--- src/hw/rtl/oal_pkg.sv ---
// Shared types, codes and field widths for the ordered array list.
// No dependencies; every other file of the block imports this package.
package oal_pkg;

  localparam int CAPACITY_DEF   = 64;
  localparam int VALUE_BITS_DEF = 32;

  localparam int KIND_W    = 3;
  localparam int POS_W     = 6;
  localparam int DATA_W    = 32;
  localparam int STAT_W    = 2;
  localparam int CNT_OUT_W = 7;
  localparam int MAX_W     = 7;

  // Width used for position and count comparisons; holds any count plus one.
  localparam int ARITH_W = 8;

  localparam logic [MAX_W-1:0] MAX_ENTRIES_RST = 7'd64;

  localparam logic [KIND_W-1:0] KIND_INSERT = 3'd0;
  localparam logic [KIND_W-1:0] KIND_REMOVE = 3'd1;
  localparam logic [KIND_W-1:0] KIND_GET    = 3'd2;
  localparam logic [KIND_W-1:0] KIND_SET    = 3'd3;
  localparam logic [KIND_W-1:0] KIND_FIND   = 3'd4;
  localparam logic [KIND_W-1:0] KIND_APPEND = 3'd5;
  localparam logic [KIND_W-1:0] KIND_CLEAR  = 3'd6;

  localparam logic [STAT_W-1:0] ST_OK    = 2'd0;
  localparam logic [STAT_W-1:0] ST_RANGE = 2'd1;
  localparam logic [STAT_W-1:0] ST_FULL  = 2'd2;
  localparam logic [STAT_W-1:0] ST_MISS  = 2'd3;

  // Commands from the controller to the datapath.
  typedef struct packed {
    logic load;    // latch the command beat and its checks
    logic rd;      // read the entry at the walk pointer and step it
    logic proc;    // use the entry read in the previous cycle
    logic put;     // write the command value into its slot
    logic finish;  // update the count and register the result beat
  } oal_cmd_t;

  // Status from the datapath to the controller.
  typedef struct packed {
    logic walk;    // the command needs a walk over the entries
    logic put;     // the command ends with a write of its value
    logic at_end;  // the walk pointer sits on the last entry to read
    logic hit;     // the entry read last cycle matches the search value
    logic ins;     // the command is an insert
  } oal_stat_t;

endpackage

--- src/hw/rtl/oal_ctrl.sv ---
// Sequencing state machine of the ordered array list.
// Depends on oal_pkg for the command and status structs.
module oal_ctrl (
  input  logic               clk,
  input  logic               rst_n,
  input  logic               start,
  output logic               busy,
  input  oal_pkg::oal_stat_t stat_i,
  output oal_pkg::oal_cmd_t  cmd_o
);
  import oal_pkg::*;

  typedef enum logic [5:0] {
    S_IDLE   = 6'b000001,
    S_DECODE = 6'b000010,
    S_WALK   = 6'b000100,
    S_LAST   = 6'b001000,
    S_PUT    = 6'b010000,
    S_FINISH = 6'b100000
  } ctl_state_t;

  ctl_state_t state_r, state_nxt;

  always_ff @(posedge clk) begin
    if (!rst_n) begin
      state_r <= S_IDLE;
    end else begin
      state_r <= state_nxt;
    end
  end

  always_comb begin
    state_nxt = state_r;
    cmd_o     = '0;
    case (state_r)
      S_IDLE: begin
        cmd_o.load = start;
        if (start) state_nxt = S_DECODE;
      end
      S_DECODE: begin
        if (stat_i.walk)     state_nxt = S_WALK;
        else if (stat_i.put) state_nxt = S_PUT;
        else                 state_nxt = S_FINISH;
      end
      S_WALK: begin
        // One read issued per cycle; the previous read is shifted, compared or captured.
        cmd_o.rd   = 1'b1;
        cmd_o.proc = 1'b1;
        if (stat_i.hit)         state_nxt = S_FINISH;
        else if (stat_i.at_end) state_nxt = S_LAST;
      end
      S_LAST: begin
        cmd_o.proc = 1'b1;
        state_nxt  = stat_i.ins ? S_PUT : S_FINISH;
      end
      S_PUT: begin
        cmd_o.put = 1'b1;
        state_nxt = S_FINISH;
      end
      S_FINISH: begin
        cmd_o.finish = 1'b1;
        state_nxt    = S_IDLE;
      end
      default: begin
        state_nxt = S_IDLE;
      end
    endcase
  end

  assign busy = (state_r != S_IDLE);

endmodule

--- src/hw/rtl/oal_dpath.sv ---
// Datapath of the ordered array list: entry memory, count, capacity register,
// walk pointer and result registers. Depends on oal_pkg.
module oal_dpath #(
  parameter int CAPACITY   = oal_pkg::CAPACITY_DEF,
  parameter int VALUE_BITS = oal_pkg::VALUE_BITS_DEF
) (
  input  logic                                clk,
  input  logic                                rst_n,
  input  oal_pkg::oal_cmd_t                   cmd_i,
  output oal_pkg::oal_stat_t                  stat_o,
  input  logic [oal_pkg::KIND_W-1:0]          in_kind,
  input  logic [oal_pkg::POS_W-1:0]           in_position,
  input  logic signed [oal_pkg::DATA_W-1:0]   in_data_value,
  input  logic                                cfg_wr,
  input  logic [oal_pkg::MAX_W-1:0]           cfg_data,
  output logic                                out_strobe,
  output logic [oal_pkg::STAT_W-1:0]          out_status,
  output logic signed [oal_pkg::DATA_W-1:0]   out_read_value,
  output logic                                out_found,
  output logic [oal_pkg::POS_W-1:0]           out_found_position,
  output logic [oal_pkg::CNT_OUT_W-1:0]       out_entry_count,
  output logic                                out_is_full,
  output logic                                out_is_empty
);
  import oal_pkg::*;

  // The capacity register cannot exceed 127, so neither can the count.
  localparam int CAP_LIM = (CAPACITY < 127) ? CAPACITY : 127;
  localparam int ADDR_W  = $clog2(CAP_LIM);
  localparam int CNT_W   = $clog2(CAP_LIM + 1);
  localparam logic [ARITH_W-1:0] CAP_LIM_E = ARITH_W'(CAP_LIM);

  logic [VALUE_BITS-1:0] mem [CAP_LIM];
  logic [VALUE_BITS-1:0] rdata_r;

  logic [MAX_W-1:0]      max_r;
  logic [CNT_W-1:0]      cnt_r, cnt_nxt;
  logic [KIND_W-1:0]     kind_r;
  logic [POS_W-1:0]      pos_r;
  logic [VALUE_BITS-1:0] val_r;
  logic [STAT_W-1:0]     status_r;
  logic                  walk_r, put_r, rv_r, found_r;
  logic [ADDR_W-1:0]     idx_r, end_r, last_r;
  logic [VALUE_BITS-1:0] rd_r;
  logic [POS_W-1:0]      fpos_r;

  logic                  out_strobe_r;
  logic [STAT_W-1:0]     out_status_r;
  logic [DATA_W-1:0]     out_read_value_r;
  logic                  out_found_r;
  logic [POS_W-1:0]      out_found_position_r;
  logic [CNT_OUT_W-1:0]  out_entry_count_r;
  logic                  out_is_full_r, out_is_empty_r;

  // Checks made when a command beat is taken.
  logic [ARITH_W-1:0]    pos_e, cnt_e, cap_e;
  logic [MAX_W-1:0]      cap;
  logic                  full;
  logic [STAT_W-1:0]     ld_status;
  logic                  ld_walk, ld_put;
  logic [ARITH_W-1:0]    ld_idx, ld_end;

  always_comb begin
    cap       = (ARITH_W'(max_r) > CAP_LIM_E) ? MAX_W'(CAP_LIM) : max_r;
    pos_e     = ARITH_W'(in_position);
    cnt_e     = ARITH_W'(cnt_r);
    cap_e     = ARITH_W'(cap);
    full      = (cnt_e >= cap_e);
    ld_status = ST_OK;
    ld_walk   = 1'b0;
    ld_put    = 1'b0;
    ld_idx    = '0;
    ld_end    = '0;
    case (in_kind)
      KIND_INSERT: begin
        ld_idx = cnt_e - 8'd1;
        ld_end = pos_e;
        if (pos_e > cnt_e) begin
          ld_status = ST_RANGE;
        end else if (full) begin
          ld_status = ST_FULL;
        end else begin
          ld_put  = 1'b1;
          ld_walk = (pos_e < cnt_e);
        end
      end
      KIND_REMOVE: begin
        ld_idx = pos_e + 8'd1;
        ld_end = cnt_e - 8'd1;
        if (pos_e >= cnt_e) ld_status = ST_RANGE;
        else                ld_walk   = ((pos_e + 8'd1) < cnt_e);
      end
      KIND_GET: begin
        ld_idx = pos_e;
        ld_end = pos_e;
        if (pos_e >= cnt_e) ld_status = ST_RANGE;
        else                ld_walk   = 1'b1;
      end
      KIND_SET: begin
        if (pos_e >= cnt_e) ld_status = ST_RANGE;
        else                ld_put    = 1'b1;
      end
      KIND_FIND: begin
        ld_idx  = '0;
        ld_end  = cnt_e - 8'd1;
        ld_walk = (cnt_e != '0);
      end
      KIND_APPEND: begin
        if (full) ld_status = ST_FULL;
        else      ld_put    = 1'b1;
      end
      default: begin
      end
    endcase
  end

  logic match;
  assign match = (rdata_r == val_r);

  assign stat_o.walk   = walk_r;
  assign stat_o.put    = put_r;
  assign stat_o.at_end = (idx_r == end_r);
  assign stat_o.hit    = rv_r && (kind_r == KIND_FIND) && match;
  assign stat_o.ins    = (kind_r == KIND_INSERT);

  // Single write port: shifted entry during a walk, or the command value.
  logic                  wr_en;
  logic [ADDR_W-1:0]     wr_addr;
  logic [VALUE_BITS-1:0] wr_data;

  always_comb begin
    wr_en   = 1'b0;
    wr_addr = '0;
    wr_data = rdata_r;
    if (cmd_i.put) begin
      wr_en   = 1'b1;
      wr_addr = (kind_r == KIND_APPEND) ? ADDR_W'(cnt_r) : ADDR_W'(pos_r);
      wr_data = val_r;
    end else if (cmd_i.proc && rv_r) begin
      if (kind_r == KIND_INSERT) begin
        wr_en   = 1'b1;
        wr_addr = last_r + 1'b1;
      end else if (kind_r == KIND_REMOVE) begin
        wr_en   = 1'b1;
        wr_addr = last_r - 1'b1;
      end
    end
  end

  always_ff @(posedge clk) begin
    if (wr_en) mem[wr_addr] <= wr_data;
    if (cmd_i.rd) rdata_r <= mem[idx_r];
  end

  always_comb begin
    cnt_nxt = cnt_r;
    if (status_r == ST_OK) begin
      case (kind_r)
        KIND_INSERT, KIND_APPEND: cnt_nxt = cnt_r + 1'b1;
        KIND_REMOVE:              cnt_nxt = cnt_r - 1'b1;
        KIND_CLEAR:               cnt_nxt = '0;
        default:                  cnt_nxt = cnt_r;
      endcase
    end
  end

  // Control state.
  always_ff @(posedge clk) begin
    if (!rst_n) begin
      max_r        <= MAX_ENTRIES_RST;
      cnt_r        <= '0;
      rv_r         <= 1'b0;
      out_strobe_r <= 1'b0;
    end else begin
      if (cfg_wr) max_r <= cfg_data;
      if (cmd_i.finish) cnt_r <= cnt_nxt;
      rv_r         <= cmd_i.rd;
      out_strobe_r <= cmd_i.finish;
    end
  end

  // Command payload, walk pointer and result registers.
  always_ff @(posedge clk) begin
    if (cmd_i.load) begin
      kind_r   <= in_kind;
      pos_r    <= in_position;
      val_r    <= VALUE_BITS'($unsigned(in_data_value));
      status_r <= ld_status;
      walk_r   <= ld_walk;
      put_r    <= ld_put;
      idx_r    <= ADDR_W'(ld_idx);
      end_r    <= ADDR_W'(ld_end);
      rd_r     <= '0;
      found_r  <= 1'b0;
      fpos_r   <= '0;
    end
    if (cmd_i.rd) begin
      last_r <= idx_r;
      idx_r  <= (kind_r == KIND_INSERT) ? idx_r - 1'b1 : idx_r + 1'b1;
    end
    if (cmd_i.proc && rv_r) begin
      if (kind_r == KIND_GET) rd_r <= rdata_r;
      if ((kind_r == KIND_FIND) && match && !found_r) begin
        found_r <= 1'b1;
        fpos_r  <= POS_W'(last_r);
      end
    end
    if (cmd_i.finish) begin
      out_status_r         <= ((kind_r == KIND_FIND) && !found_r) ? ST_MISS : status_r;
      out_read_value_r     <= DATA_W'(rd_r);
      out_found_r          <= found_r;
      out_found_position_r <= fpos_r;
      out_entry_count_r    <= CNT_OUT_W'(cnt_nxt);
      out_is_full_r        <= (ARITH_W'(cnt_nxt) >= cap_e);
      out_is_empty_r       <= (cnt_nxt == '0);
    end
  end

  assign out_strobe         = out_strobe_r;
  assign out_status         = out_status_r;
  assign out_read_value     = out_read_value_r;
  assign out_found          = out_found_r;
  assign out_found_position = out_found_position_r;
  assign out_entry_count    = out_entry_count_r;
  assign out_is_full        = out_is_full_r;
  assign out_is_empty       = out_is_empty_r;

endmodule

--- src/hw/rtl/ordered_array_list_core.sv ---
// Top level of the ordered array list: controller and datapath joined.
// Depends on oal_pkg, oal_ctrl and oal_dpath.
//
//  channel  | ports                                  | beat taken when
//  ---------+----------------------------------------+----------------------
//  command  | start, busy, in_kind/position/data_value | start && !busy
//  result   | out_strobe, out_status ... out_is_empty  | every out_strobe cycle
//  config   | cfg_valid, cfg_ready, cfg_data         | cfg_valid && cfg_ready
//
// A command that neither walks nor writes (clear, an error, the unused kind, find on an empty
// list, removal of the last entry) goes from decode straight to finish, where its result beat
// is registered; one that only writes its value (set, append, insert at the end) first passes
// a write state. A walk reads the single-read-port entry memory one entry at a time: insert
// from the last entry down to its position, remove the entries after its position, get the
// one entry, and find from the first entry until a match or the end; insert then writes.
// Busy is high from the cycle after acceptance until the result is registered, and a
// configuration beat is taken only while the block is idle and no command is offered.
// Reset is synchronous; it clears the count and sets the capacity to 64, and
// the entry memory is not cleared. Results cannot be held off by the receiver.
module ordered_array_list_core #(
  parameter int CAPACITY   = oal_pkg::CAPACITY_DEF,
  parameter int VALUE_BITS = oal_pkg::VALUE_BITS_DEF
) (
  input  logic                                clk,
  input  logic                                rst_n,
  input  logic                                start,
  output logic                                busy,
  input  logic [oal_pkg::KIND_W-1:0]          in_kind,
  input  logic [oal_pkg::POS_W-1:0]           in_position,
  input  logic signed [oal_pkg::DATA_W-1:0]   in_data_value,
  input  logic                                cfg_valid,
  output logic                                cfg_ready,
  input  logic [oal_pkg::MAX_W-1:0]           cfg_data,
  output logic                                out_strobe,
  output logic [oal_pkg::STAT_W-1:0]          out_status,
  output logic signed [oal_pkg::DATA_W-1:0]   out_read_value,
  output logic                                out_found,
  output logic [oal_pkg::POS_W-1:0]           out_found_position,
  output logic [oal_pkg::CNT_OUT_W-1:0]       out_entry_count,
  output logic                                out_is_full,
  output logic                                out_is_empty
);
  import oal_pkg::*;

  oal_cmd_t  cmd;
  oal_stat_t stat;

  // A command beat offered in the same cycle takes precedence over a capacity write.
  assign cfg_ready = !busy && !start;

  oal_ctrl u_ctrl (
    .clk    (clk),
    .rst_n  (rst_n),
    .start  (start),
    .busy   (busy),
    .stat_i (stat),
    .cmd_o  (cmd)
  );

  oal_dpath #(
    .CAPACITY   (CAPACITY),
    .VALUE_BITS (VALUE_BITS)
  ) u_dpath (
    .clk                (clk),
    .rst_n              (rst_n),
    .cmd_i              (cmd),
    .stat_o             (stat),
    .in_kind            (in_kind),
    .in_position        (in_position),
    .in_data_value      (in_data_value),
    .cfg_wr             (cfg_valid && cfg_ready),
    .cfg_data           (cfg_data),
    .out_strobe         (out_strobe),
    .out_status         (out_status),
    .out_read_value     (out_read_value),
    .out_found          (out_found),
    .out_found_position (out_found_position),
    .out_entry_count    (out_entry_count),
    .out_is_full        (out_is_full),
    .out_is_empty       (out_is_empty)
  );

endmodule

--- config.mk ---
export PLATFORM = sky130hd
export DESIGN_NAME = ordered_array_list_core
export DESIGN_NICKNAME = d
export VERILOG_FILES = /design/src/hw/rtl/oal_pkg.sv /design/src/hw/rtl/oal_ctrl.sv /design/src/hw/rtl/oal_dpath.sv /design/src/hw/rtl/ordered_array_list_core.sv
export SDC_FILE = /design/constraint.sdc
export NUM_CORES = 2
export LEC_CHECK = 0
export ABC_CLOCK_PERIOD_IN_PS = 7100
export BUFFER_PORTS_ARGS = -buffer_cell sky130_fd_sc_hd__buf_4
export CAP_MARGIN = 40
export CORE_MARGIN = 2
export CORE_UTILIZATION = 40
export DETAILED_ROUTE_END_ITERATION = 10
export SLEW_MARGIN = 20
export SYNTH_ARGS = -nofsm -noshare
export SYNTH_HDL_FRONTEND = slang
export SYNTH_SLANG_ARGS = --single-unit
--- constraint.sdc ---
create_clock -name clk -period 7.1 [get_ports clk]
set_clock_uncertainty 0.15 [all_clocks]
set_input_delay 0.355 -clock clk [delete_from_list [all_inputs] [get_ports clk]]
set_output_delay 0.355 -clock clk [all_outputs]
set_load 0.03 [all_outputs]
* Word level (Yosys, flattened, before mapping) *
Memory sizes are Yosys's and may differ from the RTL's. A register that Yosys moved wholly into a read port is not among the register bits.
Cells that the tools add are included.

operators by class
  $add $sub $neg = 8
  reductions and logical operators = 23
  magnitude comparators = 7
  multiplexer cells = 53
  equality and inequality tests = 21

operators with widths
  cell                                                                    number
  32-bit two-way mux                                                      4
  6-bit two-way mux                                                       17
  32-bit equality test                                                    1
  6-bit case mux with 5 select lines                                      1
  1-bit two-way mux                                                       21
  7-bit case mux with 3 select lines                                      1
  6-bit case mux with 3 select lines                                      1
  6-bit by 1-bit subtractor with 6-bit output (second input constant)     3
  3-bit equality test (second input constant)                             5
  7-bit >= comparator                                                     2
  7-bit two-way mux                                                       2
  6-bit by 1-bit adder with 6-bit output (second input constant)          2
  6-bit case mux with 2 select lines                                      1
  3-bit by 2-bit equality test with 1-bit output (second input constant)  3
  1-bit logical AND                                                       8
  2-bit OR reduction                                                      4
  6-bit by 1-bit adder with 7-bit output (second input constant)          1
  7-bit by 1-bit adder with 7-bit output (second input constant)          1
  6-bit by 7-bit >= comparator with 1-bit output                          1
  6-bit by 7-bit > comparator with 1-bit output                           1
  7-bit > comparator (second input constant)                              1
  7-bit zero test                                                         1
  6-bit by 7-bit less-than comparator with 1-bit output                   1
  7-bit less-than comparator                                              1
  23 further kinds                                                        28

storage, ports and cells
  word-level logic and storage cells = 137
  output and inout bits = 53
  memory bits (writable) = 2,048
  memories = 1
  input bits = 52
  register bits = 174

memory list
  memory       depth  width  read ports  clocked after memory_dff  write ports  line             RTL
  u_dpath.mem  64     32     1           1                         1            oal_dpath.sv:33  logic [VALUE_BITS-1:0] mem [CAP_LIM];

* Logic depth before layout (Yosys ltp) *
  word-level depth = 8
  depth in mapped cells = 14
  depth with buffers taken out = 13

* Modules after synthesis *
From an unflattened synthesis, not the netlist that was laid out.

second synthesis, totals
  cells, all modules = 4,205
  area, all modules = 87,938.1 sq um

modules (own cells, without submodules)
  module                   area an instance (sq um)  seq. area each (sq um)  times used  cells an instance
  oal_dpath                87,512.7                  66,954.2                1           4,152
  oal_ctrl                 409.1                     120.1                   1           51
  ordered_array_list_core  16.3                      0.0                     1           2

* Least setup slack after synthesis *
Ideal clock, no wire load.

  kind = flip-flop to flip-flop
  from = register u_ctrl.state_r[5]
  to = memory u_dpath.mem[57][0] (netlist name) (enable)
  library setup time = 0.421 ns
  arrival time = 3.248 ns
  stages on the path, launching flop included = 8
  path slack = 3.280 ns
  path buffers = 2
  required time = 6.529 ns
  period minus slack after synthesis = 3.820 ns
  cells stage by stage = dfxtp_1 or4_1 buf_2 nor4_4 a21o_1 nand2_1 buf_2 nor2_1

on the way
  word-level cells in the longest chain between the ends = 8
  elaborated cells between the ends (all ways) = 13
  classes of those cells = eq/ne: 3; mux: 8; reduce/logical: 2

ends and longest elaborated chain
  what                                                                                                                     line              RTL
  start: declaration                                                                                                       oal_ctrl.sv:22    ctl_state_t state_r, state_nxt;
  start signal: assignment                                                                                                 oal_ctrl.sv:28    state_r <= state_nxt;
  6-bit by 3-bit equality test with 1-bit output / 6-bit by 4-bit equality test with 1-bit output (equally long branches)  oal_ctrl.sv:35    case (state_r)
  2-bit OR reduction (no line)                                                                                             --
  1-bit two-way mux                                                                                                        oal_ctrl.sv:35
  1-bit logical AND                                                                                                        oal_dpath.sv:139  end else if (cmd_i.proc && rv_r) begin
  1-bit two-way mux                                                                                                        oal_dpath.sv:139
  1-bit two-way mux                                                                                                        oal_dpath.sv:135  if (cmd_i.put) begin
  1-bit two-way mux                                                                                                        oal_dpath.sv:151  if (wr_en) mem[wr_addr] <= wr_data;
  1-bit two-way mux (implied by the code)                                                                                  oal_dpath.sv:151
  end: declaration                                                                                                         oal_dpath.sv:33

Parallel ways exist; a longest one is shown, timed or not.

* Final worst setup path *
  from = register u_dpath.kind_r[0]
  to = memory u_dpath.mem[0][1] (netlist name) (enable)

on the way
  word-level cells in the longest chain between the ends = 7
  elaborated cells between the ends (all ways) = 14
  classes of those cells = eq/ne: 2; mux: 11; reduce/logical: 1

ends and longest elaborated chain
  what                                            line              RTL
  start: declaration                              oal_dpath.sv:38   logic [KIND_W-1:0] kind_r;
  start signal: assignment                        oal_dpath.sv:185  kind_r <= in_kind;
  3-bit by 1-bit equality test with 1-bit output  oal_dpath.sv:143  end else if (kind_r == KIND_REMOVE) begin
  1-bit two-way mux                               oal_dpath.sv:143
  1-bit two-way mux                               oal_dpath.sv:140  if (kind_r == KIND_INSERT) begin
  1-bit two-way mux                               oal_dpath.sv:139
  1-bit two-way mux                               oal_dpath.sv:135
  1-bit two-way mux                               oal_dpath.sv:151
  1-bit two-way mux (implied by the code)         oal_dpath.sv:151

Parallel ways exist; a longest one is shown, timed or not.

==> results.sh <==
export IMPL_grt_setup_unrepaired="no"
export IMPL_synth_edff_count=2193
export IMPL_yosysMostFrequentCell="edfxtp_1"
export IMPL_tns_ns=0
export IMPL_die_x_um=471.0
export IMPL_antenna_found_initial=12
export IMPL_worst_path_max_fanout=17
export IMPL_cp_arrival_ns=4.70
export IMPL_clockRootBuffer="clkbuf_16"
export IMPL_grt_use_total_pct=21.11
export IMPL_ant_nets=0
export IMPL_cts_tree="done"
export IMPL_vdd_drop_max_mv=0.2281
export IMPL_reg2reg_setup_slack_ns=2.77
export IMPL_crit_type="reg2reg"
export IMPL_final_cell_area_sq_um=100600
export IMPL_post_route_util_pct=46.39
export IMPL_ys_ff_latch=2254
export IMPL_nets=4625
export IMPL_worst_setup_path_end_kind="register"
export IMPL_routedWlPerCell_um=31.18
export IMPL_routed_wirelength_um=236300
export IMPL_hold_path_class="in2reg"
export IMPL_startpoint_type="register"
export IMPL_core_sq_um=217000
export IMPL_period_share_pct=60.99
export IMPL_reg2reg_from="u_dpath.kind_r[0]"
export IMPL_max_slew_worst_pin_slew_ns=1.014
export IMPL_die_area_sq_um=221900
export IMPL_overflow=0
export IMPL_synth_warnings=0
export IMPL_ios=105
export IMPL_required_ns=7.47
export IMPL_dieHeight_um=471.0
export IMPL_ys_flop_type="edfxtp_1"
export IMPL_n_fill_cell=17860
export IMPL_dr_total_vias=44530
export IMPL_dp_hpwl_um=136100
export IMPL_outcome="finished, final reports clean"
export IMPL_cts_made_buffers=220
export IMPL_netlist_top_cells_area="edfxtp_1 75%, mux4_2 13%, dfxtp_1 1.4%"
export IMPL_drcViolationCount=0
export IMPL_relSlewSlack_pct=32.39
export IMPL_cts_buffer_depth=3
export IMPL_clk_pin_slew_worst_paths_ns=0.06
export IMPL_synth_area_sq_um=87240
export IMPL_cellLeakagePower_nw=31.67
export IMPL_synth_common_cells="2193 x edfxtp_1, 502 x mux4_2, 171 x nand2_1"
export IMPL_avgViaCountPerCell=5.877
export IMPL_setup_viol=0
export IMPL_insertion_delay_ns=0.87
export IMPL_initial_core_util_pct=40.21
export IMPL_syn_avg_cell_area_sq_um=20.88
export IMPL_cp_startpoint="u_dpath.kind_r[0]"
export IMPL_cp_endpoint="u_dpath.mem[0][1]"
export IMPL_grt_pass1_vias=44200
export IMPL_hold_violations=0
export IMPL_period_needed_ns=4.330
export IMPL_drt_iter0_drc=5740
export IMPL_placed_area_sq_um=92840
export IMPL_io_buffers=104
export IMPL_synth_top_area_share_pct=75.48
export IMPL_synth_seq_area_share_pct=76.88
export IMPL_drv_slew=0
export IMPL_area_growth_syn_to_layout_pct=15.37
export IMPL_synthDistinctLibCells=65
export IMPL_grt_max_degree=109
export IMPL_firstDrtPassIters=5
export IMPL_cts_sinks=2254
export IMPL_htree_levels=4
export IMPL_rows=171
export IMPL_grt_pass1_wl_um=335100
export IMPL_r2r_end="u_dpath.mem[0][1]"
export IMPL_gp_congestion=0.8630
export IMPL_maxCapViolations=0
export IMPL_synth_area_leader_cell="edfxtp_1"
export IMPL_synth_nets=4269
export IMPL_async_reset_ff_share_pct=0
export IMPL_ff2ff_path_depth=8
export IMPL_hold_slack_ns=0.05914
export IMPL_fmax_mhz=230.9
export IMPL_drive_above_1_share_pct=25.93
export IMPL_synthesis_instances=4179
export IMPL_powerDensity_nw_per_um2=273.8
cell type report:
class | count | area [sq um] | share of cell area, %
multi-input combinational | 1660 | 19610 | 19.48
clock buffer | 294 | 5869 | 5.832
tap | 2854 | 3571 | 3.548
antenna | 3 | 7.507 | 0.007459
timing repair buffer | 358 | 3374 | 3.353
inverter | 41 | 156.4 | 0.1554
sequential | 2254 | 67070 | 66.64
clock inverter | 114 | 987.2 | 0.9808
flip-flops by register name, summed over array words and instances, names as in the netlist, 7 cells and up:
signal	cells
u_dpath.cnt_r	7
u_dpath.out_read_value	32
u_dpath.out_entry_count	7
u_dpath.val_r	32
u_dpath.max_r	7
u_dpath.rd_r	32
u_dpath.mem	2048
u_dpath.rdata_r	32
per-stage QoR:
stage | worst slack [ns] | instances | power [mW]
floorplan | 3.280 | 4179 | 15.88
global placement | 2.344 | 7055 | 16.57
detailed placement | 2.734 | 7088 | 16.60
CTS | 2.717 | 7564 | 27.73
global route | 2.633 | 7576 | 28.32
finish | 2.770 | 7578 | 27.56
critical path, stage by stage, from the launching register on:
cell and delay [ns]:
edfxtp_1 0.57, or3_1 0.49, inv_1 0.31, xnor2_1 0.13, a2bb2oi_2 0.37, a21boi_2 0.44
nand2_1 0.34, nor2_4 0.71, buf_4 0.45
worst min-delay path by stage:
stage,cells after the start,start,slack (ns),endpoint
final,2,in_data_value[7],0.06,u_dpath.val_r[7]
after global routing,2,in_data_value[13],0.04,u_dpath.val_r[13]
after CTS,2,in_data_value[28],0.0004,u_dpath.val_r[28]
after detailed placement,0,u_dpath.rd_r[29],0.27,u_dpath.out_read_value[29]
after global placement,0,u_dpath.fpos_r[1],0.26,u_dpath.out_found_position[1]
after floorplan,0,u_dpath.fpos_r[0],0.26,u_dpath.out_found_position[0]
kinds of logic after synthesis:
| kind of cell | Yosys count | share of synthesized area (%) |
|---|---|---|
| multiplexers | 633 | 14.53 |
| buffers and inverters | 265 | 1.284 |
| AO/OA/AOI/OAI | 447 | 3.571 |
| AND/OR/NAND/NOR | 482 | 2.583 |
| flip-flops | 2254 | 76.88 |
| XOR/XNOR | 60 | 0.6023 |
| adder cells (fa/ha/maj) | 38 | 0.5536 |
where the power goes:
group          switching [mW]  internal, mW  leakage, nW  total (mW)
clock                    4.94          6.27         3.34        11.2
combinational            1.12         0.760         8.07        1.88
sequential             0.0380          14.4         20.3        14.5
routing by layer:
layer | up-vias | share of wire, % | track usage, %
met4 | 4 | 3.1 | 6.805
li1 | 18190 | - | -
met1 | 23930 | 41 | 29.53
met5 | - | 0.011 | 0
met3 | 316 | 8.2 | 3.800
met2 | 2097 | 48 | 33.67
cells in the final DEF (no fill, tap or decap), drive strengths merged, types with 5 or more instances in the layout:
cell type       n
inv            48
nor2          140
a211oi         24
a22oi           6
a221oi         72
bufinv         13
nor3b           5
a21o            7
nor3           24
dlygate4sd3    68
o211a          12
mux2i          87
or2             9
dfxtp          61
nor4           23
and3           11
nand2         172
edfxtp       2193
mux2           44
buf           290
a31oi          15
o22ai          27
nand3          24
xor2            9
xnor2          51
a22o           30
mux4          502
clkinv         90
and2            7
o221ai         46
nand4          14
ha             37
a21oi          89
nand3b          5
nor2b          27
nand2b         12
o21ai          88
clkbuf        294
what timing repair did:
| item | CTS | global route |
|---|---|---|
| gates resized for setup | 0 | 0 |
| setup buffers | 0 | 0 |
| endpoints found under the hold margin | 115 | 0 |
| hold buffers | 68 | 0 |
| setup endpoints to repair | 0 | 0 |
(Power assumes the default switching activity.)
